[src/sv/ttb_pkg.sv]
// ----------------------------------------------------------------------------
// ttb_pkg
// Shared codes and controller/datapath interface types for the tap tempo
// beat generator.
// ----------------------------------------------------------------------------
package ttb_pkg;

	// Command codes on the input word
	localparam logic [1:0] CMD_TICK   = 2'd0;
	localparam logic [1:0] CMD_TAP    = 2'd1;
	localparam logic [1:0] CMD_SUBDIV = 2'd2;

	localparam int unsigned DIV_W = 7;   // width of divisor / subdivision
	localparam int unsigned TAP_W = 2;   // width of the interval counter

	// Intervals per measurement; the average is a fixed shift by two
	localparam int unsigned TAP_INTERVALS = 4;

	// Last interval index before the average is taken
	localparam logic [TAP_W-1:0] TAP_LAST = TAP_W'(TAP_INTERVALS - 1);

	// Controller -> datapath
	typedef struct packed {
		logic take;     // apply the input word, load result
		logic div_go;   // start period / subdivision division
	} ttb_ctrl_t;

	// Datapath -> controller
	typedef struct packed {
		logic needs_div;  // input word will change the beat period
		logic div_done;   // quotient is being written this cycle
		logic div_busy;   // divider is iterating
	} ttb_stat_t;

endpackage

[src/sv/tap_tempo_beat_generator_top.sv]
// ----------------------------------------------------------------------------
// tap_tempo_beat_generator_top
// Tap tempo beat generator: learns a period from four tap intervals and
// emits beats at period/subdivision along with an LED toggling every period.
// ----------------------------------------------------------------------------
// Each input word (tick, tap or subdivision) yields one result word in the cycle
// after it is accepted, and ticks and ordinary taps can be taken every cycle
// while the output side keeps up. A word that changes the beat period (the
// tap that completes a measurement, a subdivision change, or a learn timeout
// tick) starts a restoring divider that produces one quotient bit per cycle;
// input stays not-ready after such a word until the divider has finished. The
// result of that word is delivered without waiting for the division.
module tap_tempo_beat_generator_top import ttb_pkg::*; #(
	parameter int unsigned COUNT_WIDTH   = 32,
	parameter int unsigned MAX_DIVISOR   = 64
) (
	input  logic                   clk,
	input  logic                   arst_n,
	input  logic                   in_valid,
	output logic                   in_ready,
	input  logic [1:0]             command,
	input  logic [DIV_W-1:0]       divisor,
	output logic                   out_valid,
	input  logic                   out_ready,
	output logic                   beat,
	output logic                   led_level,
	output logic                   learning,
	output logic [TAP_W-1:0]       taps_taken,
	output logic [COUNT_WIDTH-1:0] tempo_period
);

	ttb_ctrl_t ctrl;
	ttb_stat_t stat;

	ttb_ctrl u_ctrl (
		.clk       (clk),
		.arst_n    (arst_n),
		.in_valid  (in_valid),
		.in_ready  (in_ready),
		.out_valid (out_valid),
		.out_ready (out_ready),
		.stat      (stat),
		.ctrl      (ctrl)
	);

	ttb_datapath #(
		.COUNT_WIDTH (COUNT_WIDTH),
		.MAX_DIVISOR (MAX_DIVISOR)
	) u_dp (
		.clk          (clk),
		.arst_n       (arst_n),
		.ctrl         (ctrl),
		.stat         (stat),
		.command      (command),
		.divisor      (divisor),
		.beat         (beat),
		.led_level    (led_level),
		.learning     (learning),
		.taps_taken   (taps_taken),
		.tempo_period (tempo_period)
	);

	// interval count only runs during learning
	a_taps_in_learn: assert property (@(posedge clk) disable iff (!arst_n)
		(taps_taken != '0) |-> learning)
		else $error("taps_taken nonzero outside learn mode");

	// no word taken while the divider is still producing the beat period
	a_no_take_busy: assert property (@(posedge clk) disable iff (!arst_n)
		stat.div_busy |-> !in_ready)
		else $error("input ready during division");

	// every accepted word produces a result in the next cycle
	a_result_follows: assert property (@(posedge clk) disable iff (!arst_n)
		(in_valid && in_ready) |=> out_valid)
		else $error("accepted word without result");

endmodule

[src/sv/ttb_divider.sv]
// ----------------------------------------------------------------------------
// ttb_divider
// Restoring serial divider, one quotient bit per cycle. Divides a count by
// the small subdivision value.
// ----------------------------------------------------------------------------
module ttb_divider import ttb_pkg::*; #(
	parameter int unsigned COUNT_WIDTH = 32
) (
	input  logic                   clk,
	input  logic                   arst_n,
	input  logic                   start,
	input  logic [COUNT_WIDTH-1:0] dividend,
	input  logic [DIV_W-1:0]       divisor,
	output logic                   busy,
	output logic                   done,
	output logic [COUNT_WIDTH-1:0] quotient
);

	localparam int unsigned CNT_W = $clog2(COUNT_WIDTH);

	logic                   busy_q;
	logic                   done_q;
	logic [CNT_W-1:0]       cnt_q;
	logic [COUNT_WIDTH-1:0] quo_q;
	logic [DIV_W-1:0]       rem_q;
	logic [DIV_W-1:0]       dvs_q;

	logic [DIV_W:0]         rem_sh;
	logic                   ge;
	logic [DIV_W:0]         rem_sub;

	always_comb begin
		rem_sh  = {rem_q, quo_q[COUNT_WIDTH-1]};
		ge      = (rem_sh >= {1'b0, dvs_q});
		rem_sub = rem_sh - {1'b0, dvs_q};
	end

	always_ff @(posedge clk or negedge arst_n) begin
		if (!arst_n) begin
			busy_q <= 1'b0;
			done_q <= 1'b0;
			cnt_q  <= '0;
		end else begin
			done_q <= 1'b0;
			if (start) begin
				busy_q <= 1'b1;
				cnt_q  <= CNT_W'(COUNT_WIDTH - 1);
			end else if (busy_q) begin
				if (cnt_q == '0) begin
					busy_q <= 1'b0;
					done_q <= 1'b1;
				end else begin
					cnt_q <= cnt_q - 1'b1;
				end
			end
		end
	end

	// payload, no reset needed
	always_ff @(posedge clk) begin
		if (start) begin
			quo_q <= dividend;
			rem_q <= '0;
			dvs_q <= divisor;
		end else if (busy_q) begin
			quo_q <= {quo_q[COUNT_WIDTH-2:0], ge};
			rem_q <= ge ? rem_sub[DIV_W-1:0] : rem_sh[DIV_W-1:0];
		end
	end

	assign busy     = busy_q;
	assign done     = done_q;
	assign quotient = quo_q;

endmodule

[src/sv/ttb_datapath.sv]
// ----------------------------------------------------------------------------
// ttb_datapath
// Tempo state: beat and LED timers, tap interval accumulation, learned
// period and subdivision, plus the serial divider for the beat period.
// ----------------------------------------------------------------------------
module ttb_datapath import ttb_pkg::*; #(
	parameter int unsigned COUNT_WIDTH = 32,
	parameter int unsigned MAX_DIVISOR = 64
) (
	input  logic                   clk,
	input  logic                   arst_n,
	input  ttb_ctrl_t              ctrl,
	output ttb_stat_t              stat,
	input  logic [1:0]             command,
	input  logic [DIV_W-1:0]       divisor,
	output logic                   beat,
	output logic                   led_level,
	output logic                   learning,
	output logic [TAP_W-1:0]       taps_taken,
	output logic [COUNT_WIDTH-1:0] tempo_period
);

	localparam int unsigned CW = COUNT_WIDTH;
	localparam int unsigned SUM_W = CW + 2;
	localparam logic [DIV_W-1:0] MAX_DIV_SAT =
		(MAX_DIVISOR > (2**DIV_W - 1)) ? DIV_W'(2**DIV_W - 1) : DIV_W'(MAX_DIVISOR);
	localparam logic [CW-1:0] FULL = '1;

	logic             learn_q, n_learn;
	logic [TAP_W-1:0] tap_q, n_tap;
	logic [SUM_W-1:0] sum_q, n_sum;
	logic [CW-1:0]    bcnt_q, n_bcnt;
	logic [CW-1:0]    bper_q, n_bper;
	logic [CW-1:0]    lcnt_q, n_lcnt;
	logic             lrun_q, n_lrun;
	logic             led_q, n_led;
	logic [CW-1:0]    lper_q, n_lper;
	logic [DIV_W-1:0] sub_q, n_sub;
	logic             beat_q, n_beat;
	logic             need_div;

	logic [CW:0]      bc_inc, lc_inc;
	logic             bfire, lfire;
	logic [SUM_W-1:0] sum_add;
	logic [DIV_W-1:0] sub_sat;

	logic             div_busy, div_done;
	logic [CW-1:0]    quotient;

	always_comb begin
		// a zero period fires on every tick, which the >= compare gives for free
		bc_inc  = {1'b0, bcnt_q} + 1'b1;
		lc_inc  = {1'b0, lcnt_q} + 1'b1;
		bfire   = (bc_inc >= {1'b0, bper_q});
		lfire   = (lc_inc >= {1'b0, lper_q});
		sum_add = sum_q + {2'b00, bcnt_q};

		if (divisor == '0)
			sub_sat = DIV_W'(1);
		else if (divisor > MAX_DIV_SAT)
			sub_sat = MAX_DIV_SAT;
		else
			sub_sat = divisor;

		n_learn  = learn_q;
		n_tap    = tap_q;
		n_sum    = sum_q;
		n_bcnt   = bcnt_q;
		n_bper   = bper_q;
		n_lcnt   = lcnt_q;
		n_lrun   = lrun_q;
		n_led    = led_q;
		n_lper   = lper_q;
		n_sub    = sub_q;
		n_beat   = 1'b0;
		need_div = 1'b0;

		case (command)
			CMD_TICK: begin
				if (lrun_q) begin
					if (lfire) begin
						n_lcnt = '0;
						n_led  = ~led_q;
					end else begin
						n_lcnt = lc_inc[CW-1:0];
					end
				end
				if (bfire) begin
					n_bcnt = '0;
					n_beat = 1'b1;
					// learn timeout: reapply the old period
					if (learn_q) begin
						need_div = 1'b1;
						n_learn  = 1'b0;
						n_tap    = '0;
						n_lcnt   = '0;
						n_lrun   = 1'b1;
					end
				end else begin
					n_bcnt = bc_inc[CW-1:0];
				end
			end
			CMD_TAP: begin
				n_bcnt = '0;
				if (!learn_q) begin
					n_learn = 1'b1;
					n_tap   = '0;
					n_sum   = '0;
					n_lrun  = 1'b0;
					n_bper  = FULL;
				end else begin
					n_sum = sum_add;
					if (tap_q >= TAP_LAST) begin
						n_lper   = sum_add[SUM_W-1:2];
						need_div = 1'b1;
						n_lcnt   = '0;
						n_lrun   = 1'b1;
						n_tap    = '0;
						n_learn  = 1'b0;
					end else begin
						n_bper = FULL;
						n_tap  = tap_q + 1'b1;
					end
				end
			end
			CMD_SUBDIV: begin
				n_sub    = sub_sat;
				need_div = 1'b1;
				n_bcnt   = '0;
				n_lcnt   = '0;
				n_lrun   = 1'b1;
				n_beat   = 1'b1;
			end
			default: begin
			end
		endcase
	end

	always_ff @(posedge clk or negedge arst_n) begin
		if (!arst_n) begin
			learn_q <= 1'b0;
			tap_q   <= '0;
			sum_q   <= '0;
			bcnt_q  <= '0;
			bper_q  <= FULL >> 4;
			lcnt_q  <= '0;
			lrun_q  <= 1'b0;
			led_q   <= 1'b0;
			lper_q  <= FULL;
			sub_q   <= DIV_W'(1);
			beat_q  <= 1'b0;
		end else begin
			if (ctrl.take) begin
				learn_q <= n_learn;
				tap_q   <= n_tap;
				sum_q   <= n_sum;
				bcnt_q  <= n_bcnt;
				lcnt_q  <= n_lcnt;
				lrun_q  <= n_lrun;
				led_q   <= n_led;
				lper_q  <= n_lper;
				sub_q   <= n_sub;
				beat_q  <= n_beat;
			end
			if (div_done)
				bper_q <= quotient;
			else if (ctrl.take)
				bper_q <= n_bper;
		end
	end

	ttb_divider #(
		.COUNT_WIDTH(COUNT_WIDTH)
	) u_div (
		.clk      (clk),
		.arst_n   (arst_n),
		.start    (ctrl.div_go),
		.dividend (n_lper),
		.divisor  (n_sub),
		.busy     (div_busy),
		.done     (div_done),
		.quotient (quotient)
	);

	assign stat.needs_div = need_div;
	assign stat.div_done  = div_done;
	assign stat.div_busy  = div_busy;

	assign beat         = beat_q;
	assign led_level    = led_q;
	assign learning     = learn_q;
	assign taps_taken   = tap_q;
	assign tempo_period = lper_q;

endmodule

[src/sv/ttb_ctrl.sv]
// ----------------------------------------------------------------------------
// ttb_ctrl
// Handshake controller: accepts a word when the result register is free
// and no division is running, and holds off input while the divider works.
// ----------------------------------------------------------------------------
module ttb_ctrl import ttb_pkg::*; (
	input  logic      clk,
	input  logic      arst_n,
	input  logic      in_valid,
	output logic      in_ready,
	output logic      out_valid,
	input  logic      out_ready,
	input  ttb_stat_t stat,
	output ttb_ctrl_t ctrl
);

	typedef enum logic {
		S_IDLE,
		S_DIV
	} state_t;

	state_t state_q;
	logic   out_valid_q;

	always_comb begin
		in_ready    = (state_q == S_IDLE) && (!out_valid_q || out_ready);
		ctrl.take   = in_valid && in_ready;
		ctrl.div_go = ctrl.take && stat.needs_div;
	end

	always_ff @(posedge clk or negedge arst_n) begin
		if (!arst_n) begin
			state_q     <= S_IDLE;
			out_valid_q <= 1'b0;
		end else begin
			if (ctrl.take)
				out_valid_q <= 1'b1;
			else if (out_ready)
				out_valid_q <= 1'b0;

			case (state_q)
				S_IDLE: begin
					if (ctrl.div_go)
						state_q <= S_DIV;
				end
				S_DIV: begin
					if (stat.div_done)
						state_q <= S_IDLE;
				end
				default: begin
					state_q <= S_IDLE;
				end
			endcase
		end
	end

	assign out_valid = out_valid_q;

endmodule

[config.mk]
export PLATFORM = sky130hd
export DESIGN_NAME = tap_tempo_beat_generator_top
export DESIGN_NICKNAME = d
export VERILOG_FILES = /design/src/sv/ttb_pkg.sv /design/src/sv/tap_tempo_beat_generator_top.sv /design/src/sv/ttb_divider.sv /design/src/sv/ttb_datapath.sv /design/src/sv/ttb_ctrl.sv
export SDC_FILE = /design/constraint.sdc
export NUM_CORES = 1
export LEC_CHECK = 0
export BUFFER_PORTS_ARGS = -buffer_cell sky130_fd_sc_hd__buf_4
export CAP_MARGIN = 30
export CORE_UTILIZATION = 35
export DETAILED_ROUTE_END_ITERATION = 8
export PLACE_DENSITY = 0.6
export SLEW_MARGIN = 20
export SYNTH_ARGS = -nofsm -noshare
export SYNTH_HDL_FRONTEND = slang
export SYNTH_HIERARCHICAL = 1
export SYNTH_SLANG_ARGS = --single-unit
export TNS_END_PERCENT = 10
[constraint.sdc]
create_clock -name clk -period 7.3 [get_ports clk]
set_input_delay 0 -clock clk [delete_from_list [all_inputs] [get_ports clk]]
set_output_delay 0 -clock clk [all_outputs]
set_load 0.005 [all_outputs]
Word level (Yosys, flattened, before mapping)

Cells that the tools add are included.

Register bits: 230
Latch bits: 0
Memory bits (writable): 0
Memory bits (read-only): 0
Bits of input ports: 13
Output and inout port bits: 39
Word-level logic and storage cells: 125
Memories: 0

Add/sub/neg operators: 6
$mul: 0
Divide/modulo/power cells: 0
Order comparisons: 5
Eq/ne operators: 9
Shift operators: 0
Mux-type cells: 59
Bitwise logic cells: 2
Reductions and logical operators: 25

Operator list:

| operator              | number |
|---|---|
| $mux 32               | 17 |
| $pmux 32 s3           | 1 |
| $add 32x1->33 const B | 2 |
| $ge 33x32->1          | 2 |
| $pmux 32 s2           | 1 |
| $add 34x32->34        | 1 |
| $mux 34               | 1 |
| $mux 7                | 4 |
| $mux 1                | 22 |
| $mux 5                | 3 |
| $reduce_and 4->1      | 3 |
| $reduce_bool 2->1     | 6 |
| $ge 8x7->1            | 1 |
| $mux 2                | 4 |
| $ne 2x1->1 const B    | 4 |
| $gt 7x7->1 const B    | 1 |
| $logic_not 7->1       | 1 |
| $sub 7x7->7           | 1 |
| $ne 3x3->1 const B    | 2 |
| $pmux 1 s2            | 3 |
| $pmux 1 s3            | 2 |
| $reduce_and 2->1      | 3 |
| $reduce_and 3->1      | 2 |
| $logic_not 5->1       | 1 |
| 15 further kinds      | 18 |

Logic depth before layout (Yosys ltp)

Depth after elaboration: 7
Mapped depth: 24
Depth with buffers taken out: 21

Hierarchy

Netlist, hierarchy kept.

Modules (own cells, without submodules):

| module       | instances | cells an instance | area each (sq um) | seq. area each (sq um) |
|---|---|---|---|---|
| ttb_datapath | 1         | 1390              | 12263.0           | 4455.5 |
| ttb_divider  | 1         | 208               | 2692.6            | 1486.4 |
| ttb_ctrl     | 1         | 11                | 113.9             | 50.0 |

Worst setup path after synthesis

Ideal clock, no wire load.

Kind: register to register
Start point: reg u_dp.bcnt_q[1]
End point: reg u_dp.u_div.quo_q[0], in the netlist u_dp/u_div/quotient[0] (enable)
Library setup time: 375 ps
Arrival: 5011 ps
Data required time: 6925 ps
Slack: 1915 ps
Cell stages (with the launch flop): 23
Buffers on the path: 3
Clock period less this slack: 5385 ps
Cells stage by stage: dfrtp_1 > ha_1 > nand3_1 > nor2_2 > and2_1 > nand2_1 > nor2_1 > nand3_1 > xnor2_1 > ha_1 > nand4_1 > nor4_1 > a21oi_1 > o21ai_2 > a21o_1 > o2111ai_1 > o21ai_0 > buf_4 > nand2_1 > nor3_1 > clkbuf_1 > clkbuf_1 > or2_2

RTL lines:

| item                   | RTL line            | RTL |
|---|---|---|
| from (decl)            | ttb_datapath.sv:32  | `logic [CW-1:0] bcnt_q, n_bcnt;` |
| from (signal assigned) | ttb_datapath.sv:157 | `bcnt_q <= n_bcnt;` |
| to (signal assigned)   | ttb_divider.sv:62   | `quo_q <= dividend;` |
| to (signal assigned)   | ttb_divider.sv:66   | `quo_q <= {quo_q[COUNT_WIDTH-2:0], ge};` |
| to (decl)              | ttb_divider.sv:24   | `logic [COUNT_WIDTH-1:0] quo_q;` |

==> impl_metrics.env <==
export IMPL_status="complete, no violations"
export IMPL_drive_above_1_share_pct=16.4
export IMPL_syn_nets=1734
export IMPL_final_min_clock_period_ns=5.70
export IMPL_cts_tree="yes"
export IMPL_rows=75
export IMPL_core_area_sq_um=42200
export IMPL_vias_per_cell=5.53
export IMPL_use_met1_pct=26.1
export IMPL_post_synth_cell_area_avg_sq_um=9.37
export IMPL_setup_violations=0
export IMPL_cp_arrival_ns=6.15
export IMPL_cts_sinks=230
export IMPL_grt_use_met3_pct=3.23
export IMPL_place_hpwl_um=30300
export IMPL_gr_usage_met2_pct=31.7
export IMPL_power_density_nw_per_um2=295
export IMPL_antenna_left=0
export IMPL_num_vias=12200
export IMPL_dr_pass1_iters=5
export IMPL_insertion_delay_ns=0.57
export IMPL_worst_slew_pin_slew_ns=1.01
export IMPL_final_max_slew_violation_count=0
export IMPL_min_from="command[0]"
export IMPL_clock_skew_ns=0.0276
export IMPL_grt_max_degree=116
export IMPL_ff2ff_path_depth=23
export IMPL_syn_to_final_growth_pct=13.7
export IMPL_rsz0062_at_grt="no"
export IMPL_relSlewSlack_pct=32.4
export IMPL_cts_path_max_buffers=3
export IMPL_dpl_cell_count=2139
export IMPL_initial_core_util_pct=35.7
export IMPL_pin_count=52
export IMPL_crit_path_start_kind="register"
export IMPL_die_h_um=209
export IMPL_vdd_drop_max_mv=0.189
export IMPL_antenna_found_initial=0
export IMPL_drc_errors=0
export IMPL_cts_resized=0
export IMPL_cp_max_fo=42
export IMPL_leakagePower_nw=7.88
export IMPL_h_tree_depth=1
export IMPL_synth_cells=1608
export IMPL_wl_per_cell_um=18.9
export IMPL_final_hold_viol_count=0
export IMPL_portBuffers=51
export IMPL_cp_end_kind="register"
export IMPL_min_path_cells=4
export IMPL_antenna_cells=0
export IMPL_r2r_start="u_dp/bcnt_q[1]"
export IMPL_top_usage_layer="met2"
export IMPL_holdCritPathClass="in2reg"
export IMPL_grt_overflow_total=0
export IMPL_final_period_utilization_pct=78.1
export IMPL_cts_root_buf="clkbuf_16"
export IMPL_post_cts_setup_buffer_count=0
export IMPL_stdcell_count=2209
export IMPL_reg2reg_slack_ns=1.60
export IMPL_rr_endpoint="u_dp/u_div/rem_q[0]"
export IMPL_finalWeightedCongestion=0.927
export IMPL_layout_common_cells="nand2_1 (155), inv_1 (139), dfrtp_1 (123)"
export IMPL_grt_pass1_vias=12100
export IMPL_max_cap_viol_count=0
export IMPL_max_freq_mhz=175
export IMPL_drt_iter0_markers=1005
export IMPL_fin_nets=1773
export IMPL_grt_pass1_wl_um=66800
export IMPL_cts_buffers=29
export IMPL_final_common_cell="nand2_1"
export IMPL_grt_use_total_pct=19.2
export IMPL_hold_end="u_dp/bcnt_q[29]"
export IMPL_cp_required_ns=7.75
export IMPL_syn_area_sq_um=15100
export IMPL_die_x_um=209
export IMPL_yosys_warnings=6
export IMPL_fin_tns_setup_ns=0
export IMPL_routed_wl_um=41700
export IMPL_die_area_sq_um=43900
export IMPL_clk_pin_slew_ns=0.06
export IMPL_critPathKind="reg2reg"
[power by group]
part	internal (W)	total [W]	switching (W)	leakage, nW
Clock	0.000927	0.00151	0.000583	0.496
Combinational	0.000655	0.00154	0.000883	4.64
Sequential	0.00175	0.00201	0.000267	2.75
[final cells by class]
cell class	count	area, sq um
clock buffer	40	860
clock inverter	14	156
fill	4203	25100
inverter	140	526
multi-input combinational	1164	8210
sequential	230	5990
tap	539	674
timing repair buffer	82	704
[through the flow]
step	util (%)	area, sq um	worst slack [ns]	power [W]	hold WS, ns
final	40.6	17100	1.60	0.00506	0.0511
after global routing	40.6	17100	1.11	0.00538	0.0665
after CTS	40.4	17100	1.63	0.00509	0.0184
after detailed placement	37.7	15900	1.67	0.00354	0.214
after global placement	37.7	15900	1.74	0.00348	0.217
after floorplan	-	15100	1.91	0.00304	-0.296
[per-layer routing]
layer / vias to the layer above / share of wire, % / wire length, um
met5: - / 0 / 0
met4: 0 / 2.1 / 882
met3: 61 / 5.7 / 2400
met2: 331 / 47 / 19500
met1: 5965 / 46 / 19000
li1: 5856 / - / -
[state kept, by name, indices dropped and copies added, names as in the netlist, 2 cells and up]
name,count
u_dp/lcnt_q,32
u_dp/tempo_period,32
u_dp/bper_q,32
u_dp/taps_taken,2
u_dp/sub_q,7
u_dp/sum_q,34
u_dp/u_div/cnt_q,5
u_dp/u_div/quotient,32
u_dp/u_div/rem_q,7
u_dp/u_div/dvs_q,7
u_dp/bcnt_q,32
[critical path: stages, from the launching register on]
cell and delay, ns:
dfrtp_1 0.48, ha_1 0.28, nand3_1 0.10, nor2_2 0.22, and2_1 0.25, nand2_1 0.13
nor2_1 0.33, nand3_1 0.15, xnor2_1 0.17, ha_1 0.32, nand4_1 0.14, nor4_1 0.29
a21oi_1 0.12, o21ai_2 0.40, a21o_1 0.20, o2111ai_1 0.12, o21ai_0 0.11, nand2_1 0.12
nor3_2 0.11, buf_4 0.33, buf_4 0.53, nand2b_1 0.25, a311oi_1 0.07, a311o_1 0.34
[worst max-delay path by stage]
| stage | depth (start not counted) | end | slack, ns | start |
|---|---|---|---|---|
| 3_3_place_gp | 23 | u_dp/u_div/rem_q[0] | 1.74 | u_dp/bcnt_q[0] |
| 4_1_cts | 23 | u_dp/u_div/rem_q[0] | 1.63 | u_dp/bcnt_q[1] |
| 2_1_floorplan | 22 | u_dp/u_div/quotient[0] | 1.91 | u_dp/bcnt_q[1] |
| 6_report | 23 | u_dp/u_div/rem_q[0] | 1.60 | u_dp/bcnt_q[1] |
| 5_1_grt | 23 | u_dp/u_div/rem_q[0] | 1.11 | u_dp/bcnt_q[1] |
| 3_5_place_dp | 23 | u_dp/u_div/rem_q[0] | 1.67 | u_dp/bcnt_q[1] |
[timing repair]
item                                    in CTS  in global routing
hold buffers                                13                  1
endpoints found under the hold margin       94                 35
endpoints found under the setup margin       0                  0
Note: power is estimated with default switching activity, not from simulation.
